$ cat config.mk
export PLATFORM = sky130hd
export DESIGN_NAME = sbus_frame_decoder_unit
export DESIGN_NICKNAME = d
export VERILOG_FILES = /design/src/sfd_pkg.sv /design/src/sfd_front.sv /design/src/sfd_queue.sv /design/src/sfd_back.sv /design/src/sbus_frame_decoder_unit.sv
export SDC_FILE = /design/constraint.sdc
export NUM_CORES = 1
export LEC_CHECK = 0
export BUFFER_PORTS_ARGS = -buffer_cell sky130_fd_sc_hd__buf_2
export CAP_MARGIN = 20
export CORE_ASPECT_RATIO = 0.8
export CORE_MARGIN = 1.5
export CORE_UTILIZATION = 40
export CTS_CLUSTER_DIAMETER = 60
export DETAILED_ROUTE_END_ITERATION = 7
export PLACE_DENSITY = 0.52
export SLEW_MARGIN = 5
export SYNTH_ARGS = -nofsm -noshare
export SYNTH_HDL_FRONTEND = slang
export SYNTH_HIERARCHICAL = 1
export SYNTH_SLANG_ARGS = --single-unit
$ cat constraint.sdc
create_clock -name clk -period 17.29 [get_ports clk]
set_input_delay 0.8645 -clock clk [delete_from_list [all_inputs] [get_ports clk]]
set_output_delay 0.8645 -clock clk [all_outputs]
set_load 0.02 [all_outputs]
$ cat src/sfd_pkg.sv
// Shared types and constants for the SBUS frame decoder.
package sfd_pkg;

  localparam int unsigned FRAME_LEN = 25;
  localparam int unsigned NUM_CH    = 16;
  localparam int unsigned CH_W      = 11;
  localparam int unsigned DATA_BYTES = 22;
  localparam int unsigned DATA_W    = DATA_BYTES * 8;

  localparam logic [4:0] LAST_POS    = 5'(FRAME_LEN - 1);
  localparam logic [4:0] FLAG_POS    = 5'd23;
  localparam logic [3:0] LAST_CH     = 4'(NUM_CH - 1);
  localparam logic [7:0] SBUS_HEADER = 8'h0F;
  localparam logic [7:0] SBUS_FOOTER = 8'h00;
  localparam int unsigned LOST_BIT     = 2;
  localparam int unsigned FAILSAFE_BIT = 3;

  localparam logic STATUS_OK  = 1'b0;
  localparam logic STATUS_BAD = 1'b1;

  typedef struct packed {
    logic [7:0] rx_byte;
    logic       frame_start;
  } rx_word_t;

  typedef struct packed {
    logic [3:0]  channel_index;
    logic [10:0] channel_value;
    logic        lost_flag;
    logic        failsafe_active;
    logic        frame_status;
    logic        last_of_frame;
  } ch_word_t;

  // One decoded frame waiting to be unpacked into channels.
  typedef struct packed {
    logic [DATA_W-1:0] data;
    logic              lost_flag;
    logic              failsafe_active;
    logic              frame_status;
  } frame_entry_t;

endpackage

$ cat src/sfd_front.sv
// Front end: byte assembly, header/footer check and stale-frame filter.
module sfd_front (
  input  logic                  clk,
  input  logic                  rst,
  input  logic                  rx_valid,
  input  sfd_pkg::rx_word_t     rx_word,
  output logic                  rx_stall,
  input  logic                  q_full,
  output logic                  push,
  output sfd_pkg::frame_entry_t push_entry
);
  import sfd_pkg::*;

  logic [7:0] frame_store [FRAME_LEN];
  logic [7:0] previous_frame [FRAME_LEN];
  logic [4:0] pos;
  logic       match;

  logic       accept;
  logic [4:0] pos_eff;
  logic       match_eff;
  logic       byte_eq;
  logic       is_last;
  logic       good;
  logic       stale;

  assign rx_stall = q_full;
  assign accept   = rx_valid && !rx_stall;

  always_comb begin
    pos_eff = pos;
    if (rx_word.frame_start || pos > LAST_POS) begin
      pos_eff = '0;
    end
    match_eff = (pos_eff == '0) ? 1'b1 : match;
    byte_eq   = (rx_word.rx_byte == previous_frame[pos_eff]);
    is_last   = (pos_eff == LAST_POS);
    good      = (frame_store[0] == SBUS_HEADER) && (rx_word.rx_byte == SBUS_FOOTER);
    stale     = good && match_eff && byte_eq;
    push      = accept && is_last && !stale;
  end

  always_comb begin
    push_entry = '0;
    if (good) begin
      for (int i = 0; i < DATA_BYTES; i++) begin
        push_entry.data[i*8 +: 8] = frame_store[i+1];
      end
      push_entry.lost_flag       = frame_store[FLAG_POS][LOST_BIT];
      push_entry.failsafe_active = frame_store[FLAG_POS][FAILSAFE_BIT];
      push_entry.frame_status    = STATUS_OK;
    end else begin
      push_entry.frame_status = STATUS_BAD;
    end
  end

  // Position and running match against the last accepted frame.
  always_ff @(posedge clk) begin
    if (rst) begin
      pos   <= '0;
      match <= 1'b1;
    end else if (accept) begin
      pos   <= is_last ? 5'd0 : pos_eff + 5'd1;
      match <= match_eff && byte_eq;
    end
  end

  always_ff @(posedge clk) begin
    if (accept) begin
      frame_store[pos_eff] <= rx_word.rx_byte;
    end
  end

  // Latch a new valid frame as the reference for the stale check.
  always_ff @(posedge clk) begin
    if (rst) begin
      for (int i = 0; i < FRAME_LEN; i++) begin
        previous_frame[i] <= '0;
      end
    end else if (push && good) begin
      for (int i = 0; i < FRAME_LEN - 1; i++) begin
        previous_frame[i] <= frame_store[i];
      end
      previous_frame[FRAME_LEN-1] <= rx_word.rx_byte;
    end
  end

endmodule

$ cat src/sfd_queue.sv
// Small frame queue between front and back ends.
module sfd_queue #(
  parameter int unsigned DEPTH = 2
) (
  input  logic                  clk,
  input  logic                  rst,
  input  logic                  push,
  input  sfd_pkg::frame_entry_t push_entry,
  output logic                  full,
  output logic                  q_valid,
  output sfd_pkg::frame_entry_t q_entry,
  input  logic                  pop
);
  import sfd_pkg::*;

  localparam int unsigned AW = (DEPTH > 1) ? $clog2(DEPTH) : 1;
  localparam int unsigned CW = $clog2(DEPTH + 1);

  frame_entry_t     entries [DEPTH];
  logic [AW-1:0]    wr_ptr;
  logic [AW-1:0]    rd_ptr;
  logic [CW-1:0]    count;

  assign full    = (count == CW'(DEPTH));
  assign q_valid = (count != '0);
  assign q_entry = entries[rd_ptr];

  always_ff @(posedge clk) begin
    if (rst) begin
      wr_ptr <= '0;
      rd_ptr <= '0;
      count  <= '0;
    end else begin
      if (push) begin
        wr_ptr <= (wr_ptr == AW'(DEPTH - 1)) ? '0 : wr_ptr + AW'(1);
      end
      if (pop) begin
        rd_ptr <= (rd_ptr == AW'(DEPTH - 1)) ? '0 : rd_ptr + AW'(1);
      end
      unique case ({push, pop})
        2'b10:   count <= count + CW'(1);
        2'b01:   count <= count - CW'(1);
        default: count <= count;
      endcase
    end
  end

  always_ff @(posedge clk) begin
    if (push) begin
      entries[wr_ptr] <= push_entry;
    end
  end

endmodule

$ cat src/sfd_back.sv
// Back end: unpacks one queued frame into sixteen channel words.
module sfd_back (
  input  logic                  clk,
  input  logic                  rst,
  input  logic                  q_valid,
  input  sfd_pkg::frame_entry_t q_entry,
  output logic                  pop,
  output logic                  ch_valid,
  output sfd_pkg::ch_word_t     ch_word,
  input  logic                  ch_stall
);
  import sfd_pkg::*;

  logic [DATA_W-1:0] shreg;
  logic              lost;
  logic              fs;
  logic              status;
  logic [3:0]        cnt;
  logic              busy;
  logic              advance;

  assign advance = busy && (!ch_valid || !ch_stall);
  assign pop     = q_valid && (!busy || (advance && cnt == LAST_CH));

  always_ff @(posedge clk) begin
    if (rst) begin
      busy     <= 1'b0;
      cnt      <= '0;
      ch_valid <= 1'b0;
    end else begin
      if (advance) begin
        ch_valid <= 1'b1;
        cnt      <= cnt + 4'd1;
        if (cnt == LAST_CH) begin
          busy <= 1'b0;
        end
      end else if (ch_valid && !ch_stall) begin
        ch_valid <= 1'b0;
      end
      if (pop) begin
        busy <= 1'b1;
        cnt  <= '0;
      end
    end
  end

  // Payload: shift one channel out per advance, reload on pop.
  always_ff @(posedge clk) begin
    if (advance) begin
      ch_word.channel_index   <= cnt;
      ch_word.channel_value   <= shreg[CH_W-1:0];
      ch_word.lost_flag       <= lost;
      ch_word.failsafe_active <= fs;
      ch_word.frame_status    <= status;
      ch_word.last_of_frame   <= (cnt == LAST_CH);
      shreg                   <= shreg >> CH_W;
    end
    if (pop) begin
      shreg  <= q_entry.data;
      lost   <= q_entry.lost_flag;
      fs     <= q_entry.failsafe_active;
      status <= q_entry.frame_status;
    end
  end

endmodule

$ cat src/sbus_frame_decoder_unit.sv
// A frame is queued on its last byte; channel words are registered, 16 per emitted frame.
// Throughput: one byte per cycle in and one channel word per cycle out, when not stalled.
// Input stalls only while the frame queue (QUEUE_DEPTH frames) is full behind the unpacker.
// Reset (rst, synchronous, active high): byte position 0, last-frame reference all zeros,
// queue empty, no word pending on the output.
module sbus_frame_decoder_unit #(
  parameter int unsigned QUEUE_DEPTH = 2
) (
  input  logic               clk,
  input  logic               rst,
  input  logic               rx_valid,
  input  sfd_pkg::rx_word_t  rx_word,
  output logic               rx_stall,
  output logic               ch_valid,
  output sfd_pkg::ch_word_t  ch_word,
  input  logic               ch_stall
);
  import sfd_pkg::*;

  logic         q_full;
  logic         push;
  frame_entry_t push_entry;
  logic         q_valid;
  frame_entry_t q_entry;
  logic         pop;

  // Front end: track byte position, check header and footer on the last byte,
  // drop frames identical to the last accepted one, queue the rest.
  sfd_front u_front (
    .clk        (clk),
    .rst        (rst),
    .rx_valid   (rx_valid),
    .rx_word    (rx_word),
    .rx_stall   (rx_stall),
    .q_full     (q_full),
    .push       (push),
    .push_entry (push_entry)
  );

  // Hold decoded frames so byte intake and channel output stall independently.
  sfd_queue #(
    .DEPTH (QUEUE_DEPTH)
  ) u_queue (
    .clk        (clk),
    .rst        (rst),
    .push       (push),
    .push_entry (push_entry),
    .full       (q_full),
    .q_valid    (q_valid),
    .q_entry    (q_entry),
    .pop        (pop)
  );

  // Back end: shift out 11-bit channels LSB-first through a registered output.
  sfd_back u_back (
    .clk      (clk),
    .rst      (rst),
    .q_valid  (q_valid),
    .q_entry  (q_entry),
    .pop      (pop),
    .ch_valid (ch_valid),
    .ch_word  (ch_word),
    .ch_stall (ch_stall)
  );

endmodule
==> qor.csv <==
stage;metric;value;unit
status;run_status;completed;
routing;ant_nets;0;
setup_path;crit_type;register to register;
setup_path;r2r_end;u_front/previous_frame[24][1];
setup_path;cp_slowest_cell;buf_4;
setup_path;cp_max_fo;78;
synth;ys_seq_area_share;72.2;%
global_routing;overflow;0;
global_routing;antenna_found_initial;6;
sta;setup_tns;0;ps
run;cap_violations;0;
clock_tree;clk_latency;670;ps
clock_tree;cts.hold.buffers_added;0;
power_and_ir_drop;powerDensity;125;nW/um2
synth;synth_area_per_cell;16.6;um2
synth;synth_ff_type;edfxtp_1;
min_path;worstHoldPathCells;0;
sta;post-route-period-util;38.0;%
placement;gp_congestion;0.897;
placement;portBuffers;33;
synth;syn-instance-count;2401;
floorplanning;die_area;102000;um2
power_and_ir_drop;p_leak;15.2;nW
setup_path;start_kind;register;
routing;dr.first_iter.drc_count;2249;
floorplanning;initial_utilization;40.4;%
global_routing;grt_pass1_wl;145;mm
synth;synth-seq-cells;965;
layout;syn2layout_area_growth;10.8;%
setup_path;r2r_start;u_front/pos[0];
setup_path;cp_num_buf_inv;6;
sta;drv_slew;0;
layout;post-route-util;44.8;%
clock_tree;cts-root-buf;clkbuf_16;
setup_path;setup.worst_path.end;u_front/previous_frame[24][1];
floorplanning;die_w;356;um
floorplanning;ios;34;
setup_path;cp_num_cells;14;
routing;drc;0;
sta;max_slew_margin;21.5;%
layout;fin_cells;3806;
routing;routed_wl;99.2;mm
sta;setup_violations;0;
synth;synth-edff-count;948;
placement;dp_hpwl;61.4;mm
setup_path;max_stage_delay;830;ps
setup_path;r2r_slack;10730;ps
setup_path;worstRegToRegCells;14;
clock_tree;cts_tree;built;
setup_path;setup.worst_path.start;u_front/pos[0];
clock_tree;cts_setup_buffers;0;
sta;max_freq;152;MHz
setup_path;worstSetupEndpointType;register;
setup_path;cp_top_family;buffers and inverters;
floorplanning;core_area;98700;um2
floorplanning;num_rows;103;
min_path;hp-class;register to register;
synth;syn_area;39900;um2
layout;diodes;0;
global_routing;track_usage;19.5;%
layout;nets;2437;
clock_tree;ctsResizeCount;0;
clock_tree;cts_max_path_buffers;3;
clock_tree;clk_pin_slew;60;ps
sta;hold_violations;0;
synth;ys_warn_count;6;
sta;rsz0062_at_grt;no;
global_routing;grt_max_degree;104;
placement;dp_cells;3629;
clock_tree;h-tree-depth;3;
setup_path;path_common_cell;buf_4;
sta;tightest_slew;1170;ps
floorplanning;die_h;286;um
clock_tree;cts_buffers;96;
routing;dr.pass1.iters;5;
global_routing;grt_pass1_vias;20731;
routing;detail_route.vias_per_cell;5.40;
power_and_ir_drop;peakVddDrop;77.2;uV
routing;vias;20565;
routing;wire_per_inst;26.1;um
sta;period_minus_slack;6560;ps
setup_path;cp.arrival;6840;ps
clock_tree;cts.sinks;965;
sta;fin_skew;20.1;ps
synth;synthArstFlopShare;0;%
layout;layout-drive-gt1-share;23.8;%
setup_path;required;17570;ps
synth;ys_types;66;
setup_path;path_cells;buf_4 -> inv_1 -> nor2_8 -> inv_2 -> a211oi_1 -> a311oi_1 -> a211oi_1 -> o22ai_1 -> xor2_1 -> nor4_4 -> buf_4 -> a31oi_4 -> buf_4 -> buf_4;
## Yosys cell counts (2+ instances only)
master | instances | area, um2
nand4_1 | 7 | 43.8
a221oi_1 | 9 | 78.8
xnor2_1 | 9 | 78.8
a311oi_1 | 8 | 70.1
buf_1 | 2 | 7.51
mux2_2 | 150 | 1690
edfxtp_1 | 948 | 28500
a2111oi_0 | 61 | 534
or3_1 | 6 | 37.5
o31ai_1 | 2 | 15.0
ha_1 | 6 | 75.1
nor4_4 | 2 | 42.5
inv_2 | 4 | 15.0
mux2i_1 | 26 | 260
a211oi_1 | 17 | 128
a21oi_1 | 107 | 536
xor2_1 | 4 | 35.0
mux2_4 | 201 | 3020
o211ai_1 | 2 | 15.0
a221o_1 | 6 | 60.1
and2_1 | 130 | 813
dfxtp_1 | 17 | 340
buf_6 | 30 | 338
nand3_1 | 101 | 505
inv_1 | 73 | 274
o21ai_0 | 22 | 110
mux4_2 | 4 | 90.1
and3_1 | 5 | 31.3
nor4b_1 | 2 | 17.5
o221ai_1 | 4 | 35.0
nand2_1 | 58 | 218
a22oi_1 | 13 | 97.6
a21o_1 | 2 | 15.0
a31oi_1 | 13 | 81.3
nor2b_1 | 59 | 369
clkbuf_1 | 88 | 330
nor3_1 | 16 | 80.1
buf_2 | 28 | 140
nor2_1 | 106 | 398
buf_4 | 15 | 113
nand2b_1 | 6 | 37.5
o2111ai_1 | 2 | 17.5
o22ai_1 | 7 | 43.8
## layer usage
layer  wire length, um  track usage [%]  part of all wire, %
met1             47500             29.8                   48
met2             44600             29.3                   45
met3              5320             2.83                  5.4
met4              1820             4.30                  1.8
met5                13                0                0.013
## metrics by stage
step / hold WS (ps) / power [mW] / instance area (um2) / setup slack (ps)
2_1_floorplan: 400 / 3.40 / 39900 / 2830
3_3_place_gp: 402 / 3.57 / 41200 / 10640
3_5_place_dp: 405 / 3.58 / 41200 / 10570
4_1_cts: 419 / 5.58 / 44200 / 10720
5_1_grt: 426 / 5.70 / 44200 / 10250
6_report: 417 / 5.51 / 44200 / 10730
## area by class of cell
class | instances | area [um2]
fill | 8661 | 54500
sequential | 965 | 28800
multi-input combinational | 1198 | 9930
clock buffer | 116 | 2500
tap | 1312 | 1640
timing repair buffer | 80 | 558
clock inverter | 58 | 508
inverter | 77 | 289
## where the power goes
group / total [mW] / switching (mW) / internal (mW)
clock: 2.00 / 0.876 / 1.12
sequential: 2.92 / 0.0858 / 2.83
combinational: 0.597 / 0.316 / 0.281
total: 5.51 / 1.28 / 4.23
## placed cells by master, fill, tap and decap left out, types with 5 or more instances in the layout
cell        netlist  layout
edfxtp_1        948     948
nand2_1          58      57
buf_4            15      43
a221o_1           6       6
clkbuf_1         88      18
nor3_1           16      15
a22oi_1          13      13
or3_1             6       5
inv_1            73      73
a221oi_1          9       9
a2111oi_0        61      61
a21oi_1         107     107
dfxtp_1          17      15
mux2_2          150     150
a31oi_1          13      12
a311oi_1          8       8
bufinv_16         0       6
nor2_1          106     105
nand4_1           7       7
nand2b_1          6       6
o22ai_1           7       7
clkinv_8          0       5
clkinvlp_4        0       6
buf_2            28      32
nor2b_1          59      59
and3_1            5       5
clkinv_1          0      21
clkinv_2          0      14
a211oi_1         17      17
ha_1              6       6
clkbuf_16         0      96
o21ai_0          22      22
and2_1          130     129
xnor2_1           9       9
nand3_1         101     101
mux2i_1          26      26
mux2_4          201     201
## worst min path at each step
stage / end / start / slack [ps]
CTS: u_back/ch_word[5] / u_back/shreg[1] / 420
global route: u_back/ch_word[5] / u_back/shreg[1] / 430
finish: u_back/ch_word[13] / u_back/shreg[9] / 420
global placement: u_back/ch_word[11] / u_back/shreg[7] / 400
floorplan: u_back/ch_word[10] / u_back/shreg[6] / 400
detailed placement: u_back/ch_word[5] / u_back/shreg[1] / 400
## kinds of logic after synthesis
family	synth area share [%]
AO/OA/AOI/OAI	4.91
XOR/XNOR	0.285
adder cells (fa/ha/maj)	0.188
buffers and inverters	3.09
flip-flops	72.2
multiplexers	12.7
other	0.00940
AND/OR/NAND/NOR	6.66
## registers in the layout, indices dropped and copies added (netlist names), 2 cells and up, named ones only
signal                  flops
u_front/pos                 5
u_back/cnt                  4
u_queue/count               2
u_front/previous_frame    200
u_front/frame_store       192
u_back/ch_word             19
u_back/shreg              176
u_queue/entries           358
Note: power is estimated with default switching activity, not from simulation.
